--- src/htsc_pkg.sv ---
// Package for the hour timer switch controller: codes, item and result types,
// and the small BCD and hour helpers. No dependencies.
`default_nettype none

package htsc_pkg;

    // Mode button must read high on this many polls in a row to toggle
    localparam int HOLD_POLLS = 3;
    localparam int HOLD_W     = $clog2(HOLD_POLLS + 1);

    // Item kinds
    localparam logic [1:0] ACT_POLL = 2'd0;
    localparam logic [1:0] ACT_KEY1 = 2'd1;
    localparam logic [1:0] ACT_KEY2 = 2'd2;

    // Menu stages
    localparam logic [1:0] STG_INIT   = 2'd0;
    localparam logic [1:0] STG_CHOOSE = 2'd1;
    localparam logic [1:0] STG_EDIT   = 2'd2;

    // Channels
    localparam logic [1:0] CH_LED = 2'd1;
    localparam logic [1:0] CH_FAN = 2'd2;

    // RTC write requests
    localparam logic [1:0] WR_NONE   = 2'd0;
    localparam logic [1:0] WR_MINUTE = 2'd1;
    localparam logic [1:0] WR_HOUR   = 2'd2;

    localparam logic [4:0] HOURS_PER_DAY = 5'd24;
    localparam logic [6:0] MINUTE_MAX    = 7'd59;
    localparam logic [5:0] HOUR_MAX      = 6'd23;

    // Field widths of the stream words
    localparam int IN_DATA_W  = 16;
    localparam int OUT_DATA_W = 24;

    typedef struct packed {
        logic [1:0] action;
        logic       mode_pin;
        logic [5:0] rtc_hour_bcd;
        logic [6:0] rtc_minute_bcd;
    } t_in_item;

    typedef struct packed {
        logic       led_drive;
        logic       fan_drive;
        logic       setting_mode;
        logic [1:0] menu_stage;
        logic [1:0] chosen_channel;
        logic [1:0] rtc_write_kind;
        logic [5:0] rtc_write_value;
        logic [4:0] shown_on_hour;
        logic [4:0] shown_off_hour;
    } t_result;

    // Binary hour (0..31) to two BCD digits
    function automatic logic [5:0] to_bcd(input logic [4:0] h);
        logic [1:0] hi;
        logic [4:0] rem;
        begin
            if (h >= 5'd30) begin
                hi = 2'd3;
            end else if (h >= 5'd20) begin
                hi = 2'd2;
            end else if (h >= 5'd10) begin
                hi = 2'd1;
            end else begin
                hi = 2'd0;
            end
            rem = h - 5'({3'd0, hi} * 5'd10);
            return {hi, rem[3:0]};
        end
    endfunction

    // Step an hour setting, wrapping at midnight
    function automatic logic [4:0] hour_step(input logic [4:0] h);
        logic [5:0] s;
        begin
            s = {1'b0, h} + 6'd1;
            return (s >= {1'b0, HOURS_PER_DAY}) ? 5'd0 : s[4:0];
        end
    endfunction

endpackage

`default_nettype wire

--- src/htsc_in_stage.sv ---
// Input register of the hour timer switch controller: holds one transfer
// until the step logic takes it. Depends on htsc_pkg.
`default_nettype none

module htsc_in_stage
    import htsc_pkg::*;
(
    input  wire logic     i_clk,
    input  wire logic     i_rst_n,
    input  wire logic     i_valid,
    output logic          o_ready,
    input  wire t_in_item i_item,
    input  wire logic     i_advance,
    output logic          o_valid,
    output t_in_item      o_item
);

    logic     r_valid;
    t_in_item r_item;

    assign o_ready = !r_valid || i_advance;
    assign o_valid = r_valid;
    assign o_item  = r_item;

    always_ff @(posedge i_clk) begin
        if (!i_rst_n) begin
            r_valid <= 1'b0;
        end else if (o_ready) begin
            r_valid <= i_valid;
        end
    end

    always_ff @(posedge i_clk) begin
        if (o_ready && i_valid) begin
            r_item <= i_item;
        end
    end

endmodule

`default_nettype wire

--- src/htsc_step.sv ---
// Controller state and the one-item update: mode debounce, channel compare,
// RTC increment requests and the setting menu. Depends on htsc_pkg.
`default_nettype none

module htsc_step
    import htsc_pkg::*;
(
    input  wire logic     i_clk,
    input  wire logic     i_rst_n,
    input  wire logic     i_fire,
    input  wire t_in_item i_item,
    output t_result       o_result
);

    logic              r_mode, n_mode;
    logic [HOLD_W-1:0] r_hold, n_hold;
    logic [1:0]        r_stage, n_stage;
    logic [1:0]        r_pick, n_pick;
    logic              r_enter, n_enter;
    logic [4:0]        r_led_on, n_led_on, r_led_off, n_led_off;
    logic [4:0]        r_fan_on, n_fan_on, r_fan_off, n_fan_off;
    logic [5:0]        r_last_hour, n_last_hour;
    logic [6:0]        r_last_min, n_last_min;
    logic              r_led, n_led, r_fan, n_fan;

    logic [HOLD_W-1:0] hold_inc;
    logic [1:0]        pick_inc;
    logic [6:0]        min_inc;
    logic [5:0]        hour_inc;
    logic [1:0]        wkind;
    logic [5:0]        wval;

    // BCD increments of the sampled time; a bad low digit carries
    always_comb begin
        if (r_last_min[3:0] > 4'd9) begin
            min_inc = 7'(({4'd0, r_last_min[6:4]} + 7'd1) * 7'd10);
        end else begin
            min_inc = 7'({4'd0, r_last_min[6:4]} * 7'd10) + {3'd0, r_last_min[3:0]} + 7'd1;
        end
        if (r_last_hour[3:0] > 4'd9) begin
            hour_inc = 6'(({4'd0, r_last_hour[5:4]} + 6'd1) * 6'd10);
        end else begin
            hour_inc = 6'({4'd0, r_last_hour[5:4]} * 6'd10) + {2'd0, r_last_hour[3:0]} + 6'd1;
        end
    end

    assign hold_inc = r_hold + HOLD_W'(1);
    assign pick_inc = r_pick + 2'd1;

    always_comb begin
        n_mode      = r_mode;
        n_hold      = r_hold;
        n_stage     = r_stage;
        n_pick      = r_pick;
        n_enter     = r_enter;
        n_led_on    = r_led_on;
        n_led_off   = r_led_off;
        n_fan_on    = r_fan_on;
        n_fan_off   = r_fan_off;
        n_last_hour = r_last_hour;
        n_last_min  = r_last_min;
        n_led       = r_led;
        n_fan       = r_fan;
        wkind       = WR_NONE;
        wval        = 6'd0;

        case (i_item.action)
            ACT_POLL: begin
                // debounce first; toggling restarts the menu
                if (i_item.mode_pin) begin
                    n_hold = hold_inc;
                    if (hold_inc >= HOLD_W'(HOLD_POLLS)) begin
                        n_hold  = '0;
                        n_stage = STG_INIT;
                        n_mode  = !r_mode;
                    end
                end else begin
                    n_hold = '0;
                end
                if (!n_mode) begin
                    n_last_hour = i_item.rtc_hour_bcd;
                    n_last_min  = i_item.rtc_minute_bcd;
                    if (i_item.rtc_hour_bcd == to_bcd(r_led_on)) begin
                        n_led = 1'b1;
                    end else if (i_item.rtc_hour_bcd == to_bcd(r_led_off)) begin
                        n_led = 1'b0;
                    end
                    if (i_item.rtc_hour_bcd == to_bcd(r_fan_on)) begin
                        n_fan = 1'b1;
                    end else if (i_item.rtc_hour_bcd == to_bcd(r_fan_off)) begin
                        n_fan = 1'b0;
                    end
                end else if (n_stage == STG_INIT) begin
                    n_stage = STG_CHOOSE;
                end else if (n_stage == STG_CHOOSE && r_enter) begin
                    n_enter = 1'b0;
                    if (r_pick == CH_LED || r_pick == CH_FAN) begin
                        n_stage = STG_EDIT;
                    end
                end
            end
            ACT_KEY1: begin
                if (!r_mode) begin
                    wkind = WR_MINUTE;
                    if (min_inc > MINUTE_MAX) begin
                        n_last_min = 7'd0;
                    end else begin
                        wval = min_inc[5:0];
                    end
                end else if (r_stage == STG_CHOOSE) begin
                    n_enter = 1'b1;
                end else if (r_stage == STG_EDIT) begin
                    if (r_pick == CH_LED) begin
                        n_led_off = hour_step(r_led_off);
                    end else if (r_pick == CH_FAN) begin
                        n_fan_off = hour_step(r_fan_off);
                    end
                end else begin
                    n_enter = 1'b0;
                end
            end
            ACT_KEY2: begin
                if (!r_mode) begin
                    wkind = WR_HOUR;
                    if (hour_inc <= HOUR_MAX) begin
                        wval = hour_inc;
                    end
                end else if (r_stage == STG_CHOOSE) begin
                    n_pick = (pick_inc == 2'd3) ? CH_LED : pick_inc;
                end else if (r_stage == STG_EDIT) begin
                    if (r_pick == CH_LED) begin
                        n_led_on = hour_step(r_led_on);
                    end else if (r_pick == CH_FAN) begin
                        n_fan_on = hour_step(r_fan_on);
                    end
                end
            end
            default: begin
                // unused code: leave the state alone
            end
        endcase
    end

    always_comb begin
        o_result.led_drive       = n_led;
        o_result.fan_drive       = n_fan;
        o_result.setting_mode    = n_mode;
        o_result.menu_stage      = n_stage;
        o_result.chosen_channel  = n_pick;
        o_result.rtc_write_kind  = wkind;
        o_result.rtc_write_value = wval;
        case (n_pick)
            CH_LED: begin
                o_result.shown_on_hour  = n_led_on;
                o_result.shown_off_hour = n_led_off;
            end
            CH_FAN: begin
                o_result.shown_on_hour  = n_fan_on;
                o_result.shown_off_hour = n_fan_off;
            end
            default: begin
                o_result.shown_on_hour  = 5'd0;
                o_result.shown_off_hour = 5'd0;
            end
        endcase
    end

    always_ff @(posedge i_clk) begin
        if (!i_rst_n) begin
            r_mode      <= 1'b0;
            r_hold      <= '0;
            r_stage     <= STG_INIT;
            r_pick      <= CH_LED;
            r_enter     <= 1'b0;
            r_led_on    <= 5'd1;
            r_led_off   <= 5'd2;
            r_fan_on    <= 5'd1;
            r_fan_off   <= 5'd2;
            r_last_hour <= 6'd0;
            r_last_min  <= 7'd0;
            r_led       <= 1'b0;
            r_fan       <= 1'b0;
        end else if (i_fire) begin
            r_mode      <= n_mode;
            r_hold      <= n_hold;
            r_stage     <= n_stage;
            r_pick      <= n_pick;
            r_enter     <= n_enter;
            r_led_on    <= n_led_on;
            r_led_off   <= n_led_off;
            r_fan_on    <= n_fan_on;
            r_fan_off   <= n_fan_off;
            r_last_hour <= n_last_hour;
            r_last_min  <= n_last_min;
            r_led       <= n_led;
            r_fan       <= n_fan;
        end
    end

endmodule

`default_nettype wire

--- src/htsc_out_stage.sv ---
// Result register of the hour timer switch controller: holds one result
// until the receiver takes it. Depends on htsc_pkg.
`default_nettype none

module htsc_out_stage
    import htsc_pkg::*;
(
    input  wire logic    i_clk,
    input  wire logic    i_rst_n,
    input  wire logic    i_valid,
    input  wire t_result i_result,
    output logic         o_advance,
    output logic         o_valid,
    input  wire logic    i_ready,
    output t_result      o_result
);

    logic    r_valid;
    t_result r_result;

    assign o_advance = !r_valid || i_ready;
    assign o_valid   = r_valid;
    assign o_result  = r_result;

    always_ff @(posedge i_clk) begin
        if (!i_rst_n) begin
            r_valid <= 1'b0;
        end else if (o_advance) begin
            r_valid <= i_valid;
        end
    end

    always_ff @(posedge i_clk) begin
        if (o_advance && i_valid) begin
            r_result <= i_result;
        end
    end

endmodule

`default_nettype wire

--- src/hour_timer_switch_controller_core.sv ---
// Top level of the hour timer switch controller: input register, step logic
// and result register. Depends on htsc_pkg, htsc_in_stage, htsc_step, htsc_out_stage.
//
// Use: one input transfer per event on the s_axis side; tuser carries the
// event kind (poll, key1, key2), tdata the mode button level and the RTC
// hour and minute in BCD. Every event gives exactly one result transfer on
// the m_axis side: channel levels, mode, menu stage, chosen channel, RTC
// write value and shown hours in tdata, the RTC write request kind in tuser.
// The event sits in the input register and passes through the state update
// into the result register once that register is free or its result is taken.
// Throughput: one event per cycle while the receiver takes every result,
// bounded by the single state update that each event needs before the next.
// Reset clears both registers' valid flags and returns the controller
// state to time mode with the default channel hours.
// When the receiver stalls, the result register holds its transfer and the
// input register still takes one more event if it is empty; once it is full, tready
// drops until the result is taken.
`default_nettype none

module hour_timer_switch_controller_core
    import htsc_pkg::*;
(
    input  wire logic                  i_clk,
    input  wire logic                  i_rst_n,
    input  wire logic                  i_s_axis_tvalid,
    output logic                       o_s_axis_tready,
    // [0] mode_pin, [6:1] rtc_hour_bcd, [13:7] rtc_minute_bcd, [15:14] zero
    input  wire logic [IN_DATA_W-1:0]  i_s_axis_tdata,
    // [1:0] action
    input  wire logic [1:0]            i_s_axis_tuser,
    output logic                       o_m_axis_tvalid,
    input  wire logic                  i_m_axis_tready,
    // [0] led_drive, [1] fan_drive, [2] setting_mode, [4:3] menu_stage,
    // [6:5] chosen_channel, [12:7] rtc_write_value, [17:13] shown_on_hour,
    // [22:18] shown_off_hour, [23] zero
    output logic [OUT_DATA_W-1:0]      o_m_axis_tdata,
    // [1:0] rtc_write_kind
    output logic [1:0]                 o_m_axis_tuser
);

    t_in_item in_item, held_item;
    t_result  step_result, out_result;
    logic     held_valid, advance;

    always_comb begin
        in_item.action         = i_s_axis_tuser;
        in_item.mode_pin       = i_s_axis_tdata[0];
        in_item.rtc_hour_bcd   = i_s_axis_tdata[6:1];
        in_item.rtc_minute_bcd = i_s_axis_tdata[13:7];
    end

    htsc_in_stage u_in (
        .i_clk     (i_clk),
        .i_rst_n   (i_rst_n),
        .i_valid   (i_s_axis_tvalid),
        .o_ready   (o_s_axis_tready),
        .i_item    (in_item),
        .i_advance (advance),
        .o_valid   (held_valid),
        .o_item    (held_item)
    );

    htsc_step u_step (
        .i_clk    (i_clk),
        .i_rst_n  (i_rst_n),
        .i_fire   (held_valid && advance),
        .i_item   (held_item),
        .o_result (step_result)
    );

    htsc_out_stage u_out (
        .i_clk     (i_clk),
        .i_rst_n   (i_rst_n),
        .i_valid   (held_valid),
        .i_result  (step_result),
        .o_advance (advance),
        .o_valid   (o_m_axis_tvalid),
        .i_ready   (i_m_axis_tready),
        .o_result  (out_result)
    );

    assign o_m_axis_tdata = {1'b0,
                             out_result.shown_off_hour,
                             out_result.shown_on_hour,
                             out_result.rtc_write_value,
                             out_result.chosen_channel,
                             out_result.menu_stage,
                             out_result.setting_mode,
                             out_result.fan_drive,
                             out_result.led_drive};
    assign o_m_axis_tuser = out_result.rtc_write_kind;

    // RTC writes are only requested in time mode
    a_write_time_mode: assert property (@(posedge i_clk) disable iff (!i_rst_n)
        (o_m_axis_tvalid && o_m_axis_tuser != WR_NONE) |-> !o_m_axis_tdata[2])
        else $error("RTC write requested in setting mode");

    // Menu never reaches the unused stage code and the channel stays in range
    a_menu_range: assert property (@(posedge i_clk) disable iff (!i_rst_n)
        o_m_axis_tvalid |-> (o_m_axis_tdata[4:3] != 2'd3 &&
                             (o_m_axis_tdata[6:5] == CH_LED || o_m_axis_tdata[6:5] == CH_FAN)))
        else $error("menu stage or channel out of range");

    // With both registers full and the receiver stalled, no transfer is taken
    a_full_stall: assert property (@(posedge i_clk) disable iff (!i_rst_n)
        (held_valid && o_m_axis_tvalid && !i_m_axis_tready) |-> !o_s_axis_tready)
        else $error("input taken while pipeline full");

    // A stalled result is followed by a valid result: nothing is dropped
    a_no_drop: assert property (@(posedge i_clk) disable iff (!i_rst_n)
        (o_m_axis_tvalid && !i_m_axis_tready) |=> o_m_axis_tvalid)
        else $error("stalled result lost");

endmodule

`default_nettype wire

--- config.mk ---
export PLATFORM = sky130hd
export DESIGN_NAME = hour_timer_switch_controller_core
export DESIGN_NICKNAME = d
export VERILOG_FILES = /design/src/htsc_pkg.sv /design/src/htsc_in_stage.sv /design/src/htsc_step.sv /design/src/htsc_out_stage.sv /design/src/hour_timer_switch_controller_core.sv
export SDC_FILE = /design/constraint.sdc
export NUM_CORES = 1
export LEC_CHECK = 0
export BUFFER_PORTS_ARGS = -buffer_cell sky130_fd_sc_hd__buf_2
export CAP_MARGIN = 20
export CORE_MARGIN = 10
export CORE_UTILIZATION = 30
export CTS_CLUSTER_SIZE = 12
export DETAILED_ROUTE_END_ITERATION = 8
export GPL_TIMING_DRIVEN = 0
export HOLD_SLACK_MARGIN = 0.06
export RECOVER_POWER = 50
export SLEW_MARGIN = 20
export SYNTH_ARGS = -nofsm -noshare
export SYNTH_HDL_FRONTEND = slang
export SYNTH_SLANG_ARGS = --single-unit
--- constraint.sdc ---
create_clock -name i_clk -period 8.5 [get_ports i_clk]
set_clock_uncertainty 0.05 [all_clocks]
set_input_delay 0.425 -clock i_clk [delete_from_list [all_inputs] [get_ports i_clk]]
set_output_delay 0.425 -clock i_clk [all_outputs]
set_load 0.005 [all_outputs]
==> flow_summary.html <==
<table>
<tr><th>Metric</th><th>Value</th></tr>
<tr><th colspan="2">Global routing</th></tr>
<tr><td>Maximum number of pins on one net before global-route repair</td><td>27</td></tr>
<tr><td>Total global routing track utilization</td><td>11.5%</td></tr>
<tr><td>First-pass GRT wire length</td><td>roughly 23000 um</td></tr>
<tr><td>Number of global-route vias before repair</td><td>4362</td></tr>
<tr><td>Number of antenna violations at the first check in global routing</td><td>0</td></tr>
<tr><td>Sum of overflow across all layers after global routing</td><td>0</td></tr>
<tr><th colspan="2">Setup path</th></tr>
<tr><td>Data arrival at the endpoint of the critical path</td><td>about 3.5 ns</td></tr>
<tr><td>Critical path endpoint category</td><td>flip-flop</td></tr>
<tr><td>Startpoint-to-endpoint class of the critical path</td><td>flip-flop to flip-flop</td></tr>
<tr><td>Endpoint of the worst register-to-register path</td><td>u_out.o_result[24]$_DFFE_PP_</td></tr>
<tr><td>Crit path launch type</td><td>flip-flop</td></tr>
<tr><td>Critical-path maximum fanout</td><td>8</td></tr>
<tr><td>Reg-to-reg slack, setup</td><td>between 5 and 6 ns</td></tr>
<tr><td>R2R Path Start</td><td>u_step.r_led_off[0]$_SDFFE_PN0P_</td></tr>
<tr><td>Worst reg2reg path depth</td><td>13</td></tr>
<tr><td>Required time worst endpoint</td><td>about 8.5 ns</td></tr>
<tr><th colspan="2">Worst hold path</th></tr>
<tr><td>Worst Hold Endpoint</td><td>u_in.o_item[0]$_DFFE_PP_</td></tr>
<tr><td>Hold_sp</td><td>i_s_axis_tdata[7]</td></tr>
<tr><td>Min-Delay Path Class</td><td>input pin to flip-flop</td></tr>
<tr><td>Min-Delay Path Depth</td><td>1</td></tr>
<tr><th colspan="2">STA</th></tr>
<tr><td>Final hold violation count</td><td>0</td></tr>
<tr><td>Final period util</td><td>about two fifths</td></tr>
<tr><td>Post-Route Setup TNS</td><td>0 ns</td></tr>
<tr><td>Fin. max-slew vios</td><td>0</td></tr>
<tr><td>Slew margin rel.</td><td>a little under a third</td></tr>
<tr><td>Actual slew at the worst max-slew pin</td><td>1.04 ns</td></tr>
<tr><td>Highest clock frequency the design can meet</td><td>292 MHz</td></tr>
<tr><td>Count of final setup violators</td><td>0</td></tr>
<tr><td>Post-route minimum period</td><td>approximately 3.4 ns</td></tr>
<tr><td>Unrepaired setup endpoints after global routing</td><td>false</td></tr>
<tr><th colspan="2">Synth</th></tr>
<tr><td>Primary flip-flop cell chosen by synthesis mapping</td><td>sky130_fd_sc_hd__dfxtp_1</td></tr>
<tr><td>Cell variety after synth</td><td>a little over 70</td></tr>
<tr><td>Sequential cell area fraction in the yosys report</td><td>38.2%</td></tr>
<tr><td>Yosys synthesis warning count</td><td>0</td></tr>
<tr><td>Count of state elements after synthesis</td><td>86</td></tr>
<tr><td>FFs w/ async S/R, synth</td><td>0%</td></tr>
<tr><td>Avg Inst Size Synth</td><td>between 9 and 10 um^2</td></tr>
<tr><td>Instance count of the mapped netlist</td><td>roughly 600</td></tr>
<tr><td>Count of flip-flops with a built-in enable after synthesis</td><td>41</td></tr>
<tr><td>Netlist area before placement</td><td>5580 um^2</td></tr>
<tr><td>Mapped Nets</td><td>approximately 670</td></tr>
<tr><th colspan="2">Detailed routing</th></tr>
<tr><td>Routed wire length on met3</td><td>between 600 and 700 um</td></tr>
<tr><td>Via density per instance</td><td>5.15</td></tr>
<tr><td>DRT Pass-1 Iters</td><td>5</td></tr>
<tr><td>Count of unresolved DRC violations after routing</td><td>0</td></tr>
<tr><td>Aggregate routed wire length</td><td>14200 um</td></tr>
<tr><td>Average detailed-routed wire length per instance</td><td>~16 um</td></tr>
<tr><td>Top routing layer used</td><td>met4</td></tr>
<tr><td>Total number of vias</td><td>4646</td></tr>
<tr><td>Detailed route wirelength on metal2</td><td>about 6500 um</td></tr>
<tr><td>Routed length on met1</td><td>between 6000 and 7000 um</td></tr>
<tr><td>Initial DRC count</td><td>about 340</td></tr>
<tr><td>DRT antenna net count</td><td>0</td></tr>
<tr><th colspan="2">Cells and area</th></tr>
<tr><td>Number of diodes</td><td>0</td></tr>
<tr><td>Ratio of cells with drive above 1 in the final layout</td><td>a little over a tenth</td></tr>
<tr><td>Non-filler instance count after layout</td><td>between 900 and 1000</td></tr>
<tr><td># nets final</td><td>730</td></tr>
<tr><td>Synth-to-Final Area Change</td><td>14.3%</td></tr>
<tr><td>Layout fillers</td><td>between 1500 and 2000</td></tr>
<tr><th colspan="2">Floorplan</th></tr>
<tr><td>Core area</td><td>~18000 um^2</td></tr>
<tr><td>Die Height</td><td>156 um</td></tr>
<tr><td>Initial Util</td><td>between 30% and 40%</td></tr>
<tr><td>Die area</td><td>between 20000 and 25000 um^2</td></tr>
<tr><td>Number of primary I/O pins</td><td>50</td></tr>
<tr><td>Die Wd</td><td>156 um</td></tr>
<tr><td>Site row count</td><td>roughly 50</td></tr>
<tr><th colspan="2">Placed design</th></tr>
<tr><td>Number of cells after detailed placement</td><td>~890</td></tr>
<tr><td>Placer's final routability congestion estimate</td><td>around 0.85</td></tr>
<tr><td>Buffers added on ports</td><td>46</td></tr>
<tr><td>Sum of net half-perimeters after detailed placement</td><td>about 11000 um</td></tr>
<tr><th colspan="2">Run</th></tr>
<tr><td>Max-Cap Viols</td><td>0</td></tr>
<tr><th colspan="2">Clock tree</th></tr>
<tr><td>CTS tree</td><td>built</td></tr>
<tr><td>Number of sinks driven by the clock tree</td><td>86</td></tr>
<tr><td>Clk slew on worst S/H paths</td><td>~0.07 ns</td></tr>
<tr><td>Setup repair bufs after CTS</td><td>0</td></tr>
<tr><td>Deepest level of the CTS H-tree</td><td>3</td></tr>
<tr><td>CTS resizes</td><td>0</td></tr>
<tr><td>Count of hold buffers inserted by post-cts repair</td><td>0</td></tr>
<tr><td>Number of buffers added by the clock tree synthesis step</td><td>9</td></tr>
<tr><td>Clk Tree Root Cell</td><td>sky130_fd_sc_hd__clkbuf_16</td></tr>
<tr><td>Number of buffers on the longest clock path</td><td>2</td></tr>
<tr><td>Clock latency at the later pin of the worst-skew pair</td><td>0.35 ns</td></tr>
<tr><th colspan="2">Pwr</th></tr>
<tr><td>Power per cell area</td><td>between 100 and 150 nW/um^2</td></tr>
<tr><td>Standby leakage power</td><td>around 2.4 nW</td></tr>
<tr><td>IR Drop Worst-Case VDD</td><td>~120 uV</td></tr>
<tr><th colspan="2">Status</th></tr>
<tr><td>Result of the run</td><td>completed</td></tr>
</table>
-- worst max-delay path: stages (launching register included) --
cell and delay [ns]:
sky130_fd_sc_hd__dfxtp_1 0.33, sky130_fd_sc_hd__clkbuf_1 0.29, sky130_fd_sc_hd__inv_1 0.11, sky130_fd_sc_hd__ha_1 0.23
sky130_fd_sc_hd__o311a_1 0.30, sky130_fd_sc_hd__or2_2 0.31, sky130_fd_sc_hd__ha_1 0.20, sky130_fd_sc_hd__fa_1 0.38
sky130_fd_sc_hd__xnor2_1 0.15, sky130_fd_sc_hd__xnor2_1 0.14, sky130_fd_sc_hd__nor4_1 0.18, sky130_fd_sc_hd__a31oi_1 0.09
sky130_fd_sc_hd__o21ai_0 0.25, sky130_fd_sc_hd__nand2_1 0.15
-- placed cells by master (no fill, tap or decap), types with 16 or more instances in the layout --
master,instances
sky130_fd_sc_hd__a31oi_1,16
sky130_fd_sc_hd__nand2_1,54
sky130_fd_sc_hd__buf_2,30
sky130_fd_sc_hd__nand3_1,19
sky130_fd_sc_hd__clkbuf_1,47
sky130_fd_sc_hd__inv_1,30
sky130_fd_sc_hd__a21oi_1,41
sky130_fd_sc_hd__xnor2_1,23
sky130_fd_sc_hd__nor2_1,52
sky130_fd_sc_hd__dfxtp_1,45
sky130_fd_sc_hd__edfxtp_1,41
sky130_fd_sc_hd__ha_1,34
sky130_fd_sc_hd__o21ai_0,31
-- cells in the mapped netlist, types with 5 or more instances --
cell                       instances  share of area, %
sky130_fd_sc_hd__a31oi_1          16               1.8
sky130_fd_sc_hd__fa_1              6               2.2
sky130_fd_sc_hd__buf_2             8              0.72
sky130_fd_sc_hd__nor2_1           52               3.5
sky130_fd_sc_hd__o21ai_0          31               2.8
sky130_fd_sc_hd__nand2_1          54               3.6
sky130_fd_sc_hd__a22oi_1          12               1.6
sky130_fd_sc_hd__o21a_1            6              0.81
sky130_fd_sc_hd__and2_1            6              0.67
sky130_fd_sc_hd__a21oi_1          41               3.7
sky130_fd_sc_hd__xnor2_1          23               3.6
sky130_fd_sc_hd__edfxtp_1         41                22
sky130_fd_sc_hd__ha_1             34               7.6
sky130_fd_sc_hd__xor2_1           15               2.4
sky130_fd_sc_hd__dfxtp_1          45                16
sky130_fd_sc_hd__and3_1            5              0.56
sky130_fd_sc_hd__a211oi_1          7              0.94
sky130_fd_sc_hd__nand2b_1         11               1.2
sky130_fd_sc_hd__a22o_1            7               1.1
sky130_fd_sc_hd__nand4_1           6              0.67
sky130_fd_sc_hd__clkbuf_1         22               1.5
sky130_fd_sc_hd__mux2i_1          14               2.5
sky130_fd_sc_hd__nor2b_1           6              0.67
sky130_fd_sc_hd__inv_1            29               2.0
sky130_fd_sc_hd__nand3_1          19               1.7
sky130_fd_sc_hd__nor3_1            7              0.63
sky130_fd_sc_hd__o22ai_1          10               1.1
-- state kept, by name, summed over array words and instances (netlist names) --
signal / cells
u_step.r_hold: 2
u_step.r_last_hour: 6
u_step.r_stage: 2
u_step.r_fan_on: 5
u_step.r_last_min: 7
u_step.r_led_off: 5
u_step.r_led: 1
u_step.r_fan: 1
u_step.r_mode: 1
u_out.o_result: 25
u_step.r_enter: 1
u_step.r_pick: 2
u_out.o_valid: 1
u_step.r_fan_off: 5
u_in.o_valid: 1
u_in.o_item: 16
u_step.r_led_on: 5
-- metal layers --
metal / GRT usage, % / up-vias
met2: 18.5 / 113
met5: 0 / -
met4: 4.45 / 0
li1: - / 2325
met3: 1.70 / 15
met1: 15.3 / 2193
-- worst max path at each step --
stage | from | to | slack, ns
2_1_floorplan | u_step.r_led_off[0]$_SDFFE_PN0P_ | u_out.o_result[24]$_DFFE_PP_ | 5.48
3_3_place_gp | u_step.r_led_off[0]$_SDFFE_PN0P_ | u_out.o_result[24]$_DFFE_PP_ | 5.13
3_5_place_dp | u_step.r_led_off[0]$_SDFFE_PN0P_ | u_out.o_result[24]$_DFFE_PP_ | 5.12
4_1_cts | u_step.r_led_off[0]$_SDFFE_PN0P_ | u_out.o_result[24]$_DFFE_PP_ | 5.10
5_1_grt | u_step.r_led_off[0]$_SDFFE_PN0P_ | u_out.o_result[24]$_DFFE_PP_ | 4.81
6_report | u_step.r_led_off[0]$_SDFFE_PN0P_ | u_out.o_result[24]$_DFFE_PP_ | 5.07
-- power by group --
| part | switching (mW) | internal, mW | total (mW) | leakage (nW) |
|---|---|---|---|---|
| Clock | 0.174 | 0.217 | 0.392 | 0.147 |
| Sequential | 0.00831 | 0.450 | 0.458 | 0.758 |
| Combinational | 0.0657 | 0.0385 | 0.104 | 1.47 |
-- kinds of logic (layout without fill, tap and decap cells) --
| family | after synthesis | count (layout) | share of synthesized area, % |
|---|---|---|---|
| other | 1 | 1 | 0.0672 |
| adder cells (fa/ha/maj) | 40 | 40 | 9.78 |
| XOR/XNOR | 38 | 38 | 5.97 |
| flip-flops | 86 | 86 | 38.2 |
| buffers and inverters | 67 | 130 | 4.96 |
| multiplexers | 16 | 16 | 2.98 |
| AO/OA/AOI/OAI | 166 | 166 | 19.8 |
| AND/OR/NAND/NOR | 196 | 196 | 18.2 |
-- metrics by stage --
stage | instance area [um^2] | setup WS (ns) | hold WS [ns] | util (%) | power [mW]
2_1_floorplan | 5580 | 5.48 | 0.392 | - | 0.536
3_3_place_gp | 6100 | 5.13 | 0.395 | 33.6 | 0.571
3_5_place_dp | 6120 | 5.12 | 0.404 | 33.7 | 0.573
4_1_cts | 6410 | 5.10 | 0.184 | 35.3 | 0.964
5_1_grt | 6380 | 4.81 | 0.193 | 35.1 | 0.991
6_report | 6380 | 5.07 | 0.195 | 35.1 | 0.954
-- final cells by class --
class / instances / area, um^2 / area share, %
buffer: 37 / 164 / 2.57
tap: 229 / 287 / 4.49
clock inverter: 5 / 40.0 / 0.628
timing repair buffer: 47 / 220 / 3.45
inverter: 30 / 113 / 1.77
multi-input combinational: 457 / 3170 / 49.7
sequential: 86 / 2130 / 33.4
clock buffer: 11 / 253 / 3.96
(Power assumes the default switching activity.)
